--- config.mk ---
export PLATFORM = sky130hd
export DESIGN_NAME = vfjm_ctrl
export DESIGN_NICKNAME = d
export VERILOG_FILES = /design/src/design/vfjm_pkg.sv /design/src/design/vfjm_ctrl.sv
export SDC_FILE = /design/constraint.sdc
export NUM_CORES = 1
export LEC_CHECK = 0
export ABC_AREA = 0
export BUFFER_PORTS_ARGS = -buffer_cell sky130_fd_sc_hd__buf_2
export CAP_MARGIN = 0
export CORE_AREA = 2 2 39 41
export CTS_CLUSTER_SIZE = 12
export DETAILED_ROUTE_END_ITERATION = 7
export DIE_AREA = 0 0 41 43
export GPL_TIMING_DRIVEN = 0
export PLACE_DENSITY_LB_ADDON = 0.2
export RECOVER_POWER = 100
export SLEW_MARGIN = 20
export SYNTH_ARGS = -nofsm -noshare
export SYNTH_HDL_FRONTEND = slang
export SYNTH_SLANG_ARGS = --single-unit
export TNS_END_PERCENT = 30
--- constraint.sdc ---
create_clock -name clk -period 2.6 [get_ports clk]
set_input_delay 0.39 -clock clk [delete_from_list [all_inputs] [get_ports clk]]
set_output_delay 0.39 -clock clk [all_outputs]
set_load 0.03 [all_outputs]
--- src/design/vfjm_pkg.sv ---
package vfjm_pkg;

  // Input item kinds.
  localparam logic [1:0] KIND_START = 2'd0;
  localparam logic [1:0] KIND_STOP  = 2'd1;
  localparam logic [1:0] KIND_FRAME = 2'd2;
  localparam logic [1:0] KIND_TICK  = 2'd3;

  // Result event codes.
  localparam logic [1:0] EV_FIRST  = 2'd0;
  localparam logic [1:0] EV_SECOND = 2'd1;
  localparam logic [1:0] EV_JANK   = 2'd2;
  localparam logic [1:0] EV_STATS  = 2'd3;

  // Configuration register indexes.
  localparam logic [1:0] REG_NOTIFY = 2'd0;
  localparam logic [1:0] REG_IDLE   = 2'd1;
  localparam logic [1:0] REG_RECORD = 2'd2;
  localparam logic [1:0] REG_STALE  = 2'd3;

  localparam int FIRST_LIMIT = 8;
  localparam int FIRST_DEPTH = FIRST_LIMIT + 1;
  localparam int DIV_STEPS   = 50;
  localparam int TIME_BITS   = 40;

  typedef enum logic [2:0] {
    ST_IDLE,
    ST_EXEC,
    ST_DIV,
    ST_EMIT0,
    ST_EMIT1
  } state_t;

  // Commands from controller to datapath.
  typedef struct packed {
    logic load;
    logic exec;
    logic div_start;
    logic div_step;
  } cmd_t;

  // Status from datapath to controller.
  typedef struct packed {
    logic need_div;
    logic div_done;
    logic [1:0] n_res;
  } stat_t;

  // One result item.
  typedef struct packed {
    logic [1:0]  event_res;
    logic [63:0] stream_id_out;
    logic [39:0] frame_time_ms;
    logic [39:0] happen_time_ms;
    logic [31:0] avg_fps;
    logic [31:0] slow_gap_count;
    logic [39:0] interval_latency_ms;
  } res_t;

endpackage

--- src/design/vfjm_ctrl.sv ---
module vfjm_ctrl (
  input  logic              clk,
  input  logic              rst_n,
  input  logic              in_fire,
  input  logic              out_tready,
  input  vfjm_pkg::stat_t   st,
  output vfjm_pkg::cmd_t    cmd,
  output logic              in_ready,
  output logic              out_valid,
  output logic              out_sel,
  output logic              out_last
);

  vfjm_pkg::state_t state_r, state_nxt;
  logic two_r, two_nxt;

  // Next state.
  always_comb begin
    state_nxt = state_r;
    two_nxt   = two_r;
    case (state_r)
      vfjm_pkg::ST_IDLE: begin
        if (in_fire) state_nxt = vfjm_pkg::ST_EXEC;
      end
      vfjm_pkg::ST_EXEC: begin
        two_nxt = (st.n_res == 2'd2);
        if (st.need_div) state_nxt = vfjm_pkg::ST_DIV;
        else if (st.n_res != 2'd0) state_nxt = vfjm_pkg::ST_EMIT0;
        else state_nxt = vfjm_pkg::ST_IDLE;
      end
      vfjm_pkg::ST_DIV: begin
        if (st.div_done) state_nxt = vfjm_pkg::ST_EMIT0;
      end
      vfjm_pkg::ST_EMIT0: begin
        if (out_tready) state_nxt = two_r ? vfjm_pkg::ST_EMIT1 : vfjm_pkg::ST_IDLE;
      end
      vfjm_pkg::ST_EMIT1: begin
        if (out_tready) state_nxt = vfjm_pkg::ST_IDLE;
      end
      default: state_nxt = vfjm_pkg::ST_IDLE;
    endcase
  end

  // Outputs.
  always_comb begin
    cmd       = '0;
    in_ready  = 1'b0;
    out_valid = 1'b0;
    out_sel   = 1'b0;
    out_last  = 1'b0;
    case (state_r)
      vfjm_pkg::ST_IDLE: begin
        in_ready = 1'b1;
        cmd.load = in_fire;
      end
      vfjm_pkg::ST_EXEC: begin
        cmd.exec      = 1'b1;
        cmd.div_start = st.need_div;
      end
      vfjm_pkg::ST_DIV: cmd.div_step = 1'b1;
      vfjm_pkg::ST_EMIT0: begin
        out_valid = 1'b1;
        out_last  = !two_r;
      end
      vfjm_pkg::ST_EMIT1: begin
        out_valid = 1'b1;
        out_sel   = 1'b1;
        out_last  = 1'b1;
      end
      default: ;
    endcase
  end

  always_ff @(posedge clk) begin
    if (!rst_n) begin
      state_r <= vfjm_pkg::ST_IDLE;
      two_r   <= 1'b0;
    end else begin
      state_r <= state_nxt;
      two_r   <= two_nxt;
    end
  end

endmodule

# Word-level counts from Yosys, hierarchy flattened
# Cells that the tools add are included.
# op_classes
add_sub_neg,0
mul,0
div,0
n_lt_le_gt_ge,0
eq_ne,9
shifts,0
n_mux,15
n_bitwise,0
reduce_logical,5
# op_table
operator,count
2-to-1 mux 3 bit,5
one-hot mux 3 bit (5 select lines),1
!= test 2 bit (second input constant),4
== test 3 x 2 -> 1 bit (second input constant),2
2-to-1 mux 2 bit,3
2-to-1 mux 1 bit,5
AND reduction 4 bit,1
== test 3 x 1 -> 1 bit (second input constant),1
== test 3 bit (second input constant),1
zero test 3 bit,1
== test 2 bit (second input constant),1
one-hot mux 1 bit (2 select lines),1
nonzero test 2 bit,1
OR reduction 2 bit,1
zero test 1 bit,1
# word_totals
ff_bits,4
latchBits,0
ram_bits,0
romBits,0
in_bits,8
out_inout_bits,8
wordCells,31
mem_count,0

# Logic depth before layout (Yosys ltp)
# logic_depth
depth_word,4
depth_mapped,5
ltp_nobuf,4

# Worst setup path before layout
# No wires, ideal clock.
# synth_path
path_type,register to output
from,register state_r[1]
to,output port cmd[3] in the netlist's numbering
arrival_ns,1.601
t_required_ns,2.210
setup_slack_ns,0.609
stages_incl_launch_ff,4
path_buffers,1
cell_sequence,dfxtp_1 -> clkbuf_2 -> nor3_1 -> and2_1
# synth_lines
element,line,rtl
"start, declared",vfjm_ctrl.sv:14,"vfjm_pkg::state_t state_r, state_nxt;"
"start signal, assigned",vfjm_ctrl.sv:76,state_r <= vfjm_pkg::ST_IDLE;
"start signal, assigned",vfjm_ctrl.sv:79,state_r <= state_nxt;
"end, declared",vfjm_ctrl.sv:7,"output vfjm_pkg::cmd_t cmd,"

==> Implementation_results.wiki <==
{| class="wikitable"
! Metric !! Value
|-
| CTS HTree Levels || 1
|-
| Routed vias || roughly 330
|-
| Syn_nets || between 40 and 50
|-
| Crit-path max cell delay || about 0.40 ns
|-
| Register cell area after layout || between 80 and 90 um2
|-
| Sum of negative setup slack || 0 ns
|-
| Lkg Pwr || about 0.00019 uW
|-
| RSZ-0062 raised after global routing || false
|-
| Mean number of vias per cell || about 4.5
|-
| Power density over the cells || around 940 nW/um2
|-
| Max Cap Violations || 0
|-
| Global route overflow || 0
|-
| Routed Antenna Nets || 0
|-
| Largest net degree at the start of global routing || 11
|-
| Commonest cells after routing, fill and taps aside || sky130_fd_sc_hd__clkbuf_1, sky130_fd_sc_hd__buf_2, sky130_fd_sc_hd__nand2_1
|-
| Slew at the pin closest to its max-slew limit || approximately 0.47 ns
|-
| Period utilization || ~76%
|-
| Height of the chip || 43 um
|-
| Sum of net half-perimeters after detailed placement || around 540 um
|-
| Inserted Clock Buffers || 3
|-
| Clock slew at reported path FFs || 0.04 ns
|-
| Total routing resource utilization after global routing || between 10 and 15%
|-
| Area Growth Syn to Fin || 24.3%
|-
| F_max || roughly 0.50 GHz
|-
| Slack of the worst reg-to-reg path || roughly 1.1 ns
|-
| Worst skew pair latency || 0.23 ns
|-
| Area inside the core boundary || 1380 um2
|-
| Starting DRC count in detailed routing || 7
|-
| Mean area per synthesized cell || approximately 9 um2
|-
| Final setup skew || around 0.0015 ns
|-
| Width of the die || approximately 41 um
|-
| Average wire per standard cell || around 9.6 um
|-
| Setup Slack @ Placement || ~1.1 ns
|-
| DRC viols || 0
|-
| Kind of cell adding the most delay to the critical path || simple AND/OR/NAND/NOR gates
|-
| Final net count || 67
|-
| Vias in the first global route || about 290
|-
| Number of diodes || 0
|-
| Arrival time of the worst setup path || between 1.5 and 2 ns
|-
| Total routed wirelength || roughly 700 um
|-
| Max_slew headroom || roughly 68%
|-
| Critical Path Start Type || register
|-
| Post-CTS repair timing setup buffer count || 0
|-
| Initial antenna violation count || 0
|-
| Number of warnings printed during yosys synthesis || 0
|-
| # setup viols final || 0
|-
| Final max-slew violation count || 0
|-
| Final critical delay including setup and external delays || ~2 ns
|-
| Largest driver fanout on the critical path || 8
|-
| # port buffers || 15
|-
| Run status || finished clean
|-
| Number of distinct library cells after synthesis || 24
|-
| Ports || 16
|-
| Number of register bits inferred by synthesis || 4
|-
| Class of the most critical hold timing path || in -> reg
|-
| Root Driver || sky130_fd_sc_hd__clkbuf_4
|-
| Number of placement rows || 14
|-
| Filler Cell Count || between 150 and 200
|-
| Full die area || 1760 um2
|-
| Worst setup path class || reg -> out
|-
| Multi-input logic area || ~220 um2
|-
| Post-synthesis instance total || 39
|-
| TritonCTS clock tree || built
|-
| Fin Hold WS || roughly 0.43 ns
|-
| # clock sinks || 4
|-
| Cell mode on critical path || sky130_fd_sc_hd__clkbuf_1
|-
| Post-cts gate resize count || 0
|-
| Required time at the endpoint of the critical path || about 2.2 ns
|-
| Post-route non-filler standard cell count || 73
|-
| Initial cell density of the core || between 20% and 30%
|-
| Cell total after placement || 70
|-
| Synthesized area || around 350 um2
|-
| Largest voltage drop on the vdd net || between 0.0003 and 0.0004 V
|-
| Count of buffer and inverter cells on the critical path || 2
|-
| Global-route wire length before repair || roughly 1200 um
|-
| Crit path cell chain || clkbuf_1 -> nor3b_1 -> and2_1 -> clkbuf_1
|-
| Hold_buf cts || 0
|-
| Cell with the largest stage delay on the worst path || sky130_fd_sc_hd__nor3b_1
|-
| Worst Setup Slack, final || between 0.6 and 0.7 ns
|-
| Portion of the post-synthesis area used by sequential elements || about 23%
|-
| Number of failing hold endpoints at the final stage || 0
|-
| Post-layout utilization of the core || roughly a third
|-
| Placer congestion estimate || 0.662
|-
| CTS Buffer Depth || 2
|-
| Count of TritonRoute iterations in the first routing pass || 2
|-
| Critical path capture point type || primary output
|-
| Layout cell share with drive strength beyond 1 || between 20% and 30%
|}
## final timing paths
kind,start,to,cells after the start
setup / recovery,state_r[1],cmd[1],4
hold reg to reg,two_r,state_r[2],2
hold / removal,rst_n,state_r[2],3
setup reg to reg,state_r[0],state_r[0],4
## stage by stage
stage                     area, um2  power, uW
after global routing            435        449
after floorplan                 350        308
after detailed placement        445        366
final                           435        408
after global placement          445        368
after CTS                       468        446
## worst register-to-register path: stages (launching register included)
cell,delay [ns]
sky130_fd_sc_hd__dfxtp_1,0.31
sky130_fd_sc_hd__buf_6,0.14
sky130_fd_sc_hd__mux2_1,0.33
sky130_fd_sc_hd__o31ai_1,0.41
sky130_fd_sc_hd__mux2i_1,0.23
## kinds of logic (layout without fill, tap and decap cells)
| kind of cell | Yosys count | after routing | synth area share [%] |
|---|---|---|---|
| simple gates | 19 | 19 | 35.7 |
| flops | 4 | 4 | 22.9 |
| mux | 2 | 2 | 7.14 |
| buf+inv | 5 | 23 | 8.93 |
| compound gates | 9 | 9 | 25.4 |
## where the power goes
part           switching (uW)  internal, uW
clock network            24.1          51.5
logic                     167          85.0
registers                5.00          75.5
total                     196           212
## synth_stat cells (all sizes together)
master,n,area (um2)
nand2,5,18.8
dfxtp,4,80.1
nor2,4,15.0
nand3b,3,22.5
o31ai,3,36.3
a21oi,2,21.3
and2,2,12.5
clkbuf,2,12.5
inv,2,7.51
a21boi,1,7.51
buf,1,11.3
mux2,1,15.0
mux2i,1,10.0
nand2b,1,6.26
nor3,1,5.00
nor3b,1,12.5
nor4b,1,23.8
o211a,1,10.0
o21ai,1,5.00
o311ai,1,8.76
or2b,1,8.76
## routing by layer
layer,global-route usage (%),vias up,share of wire [%]
met5,0,-,0
met4,8.00,0,1.0
met3,4.71,2,8.3
met2,13.1,14,43
met1,12.2,140,48
li1,-,173,-
## layout make-up
| type | instances | area share (%) |
|---|---|---|
| sequential | 4 | 18.4 |
| tap | 16 | 4.60 |
| timing repair buffer | 15 | 15.2 |
| clock buffer | 3 | 5.17 |
| multi-input combinational | 30 | 49.7 |
| buffer | 3 | 5.17 |
| inverter | 2 | 1.72 |
## sequential cells by signal, indices dropped and copies added (netlist names)
register / cells
two_r: 1
state_r: 3
Note: power is estimated with default switching activity, not from simulation.
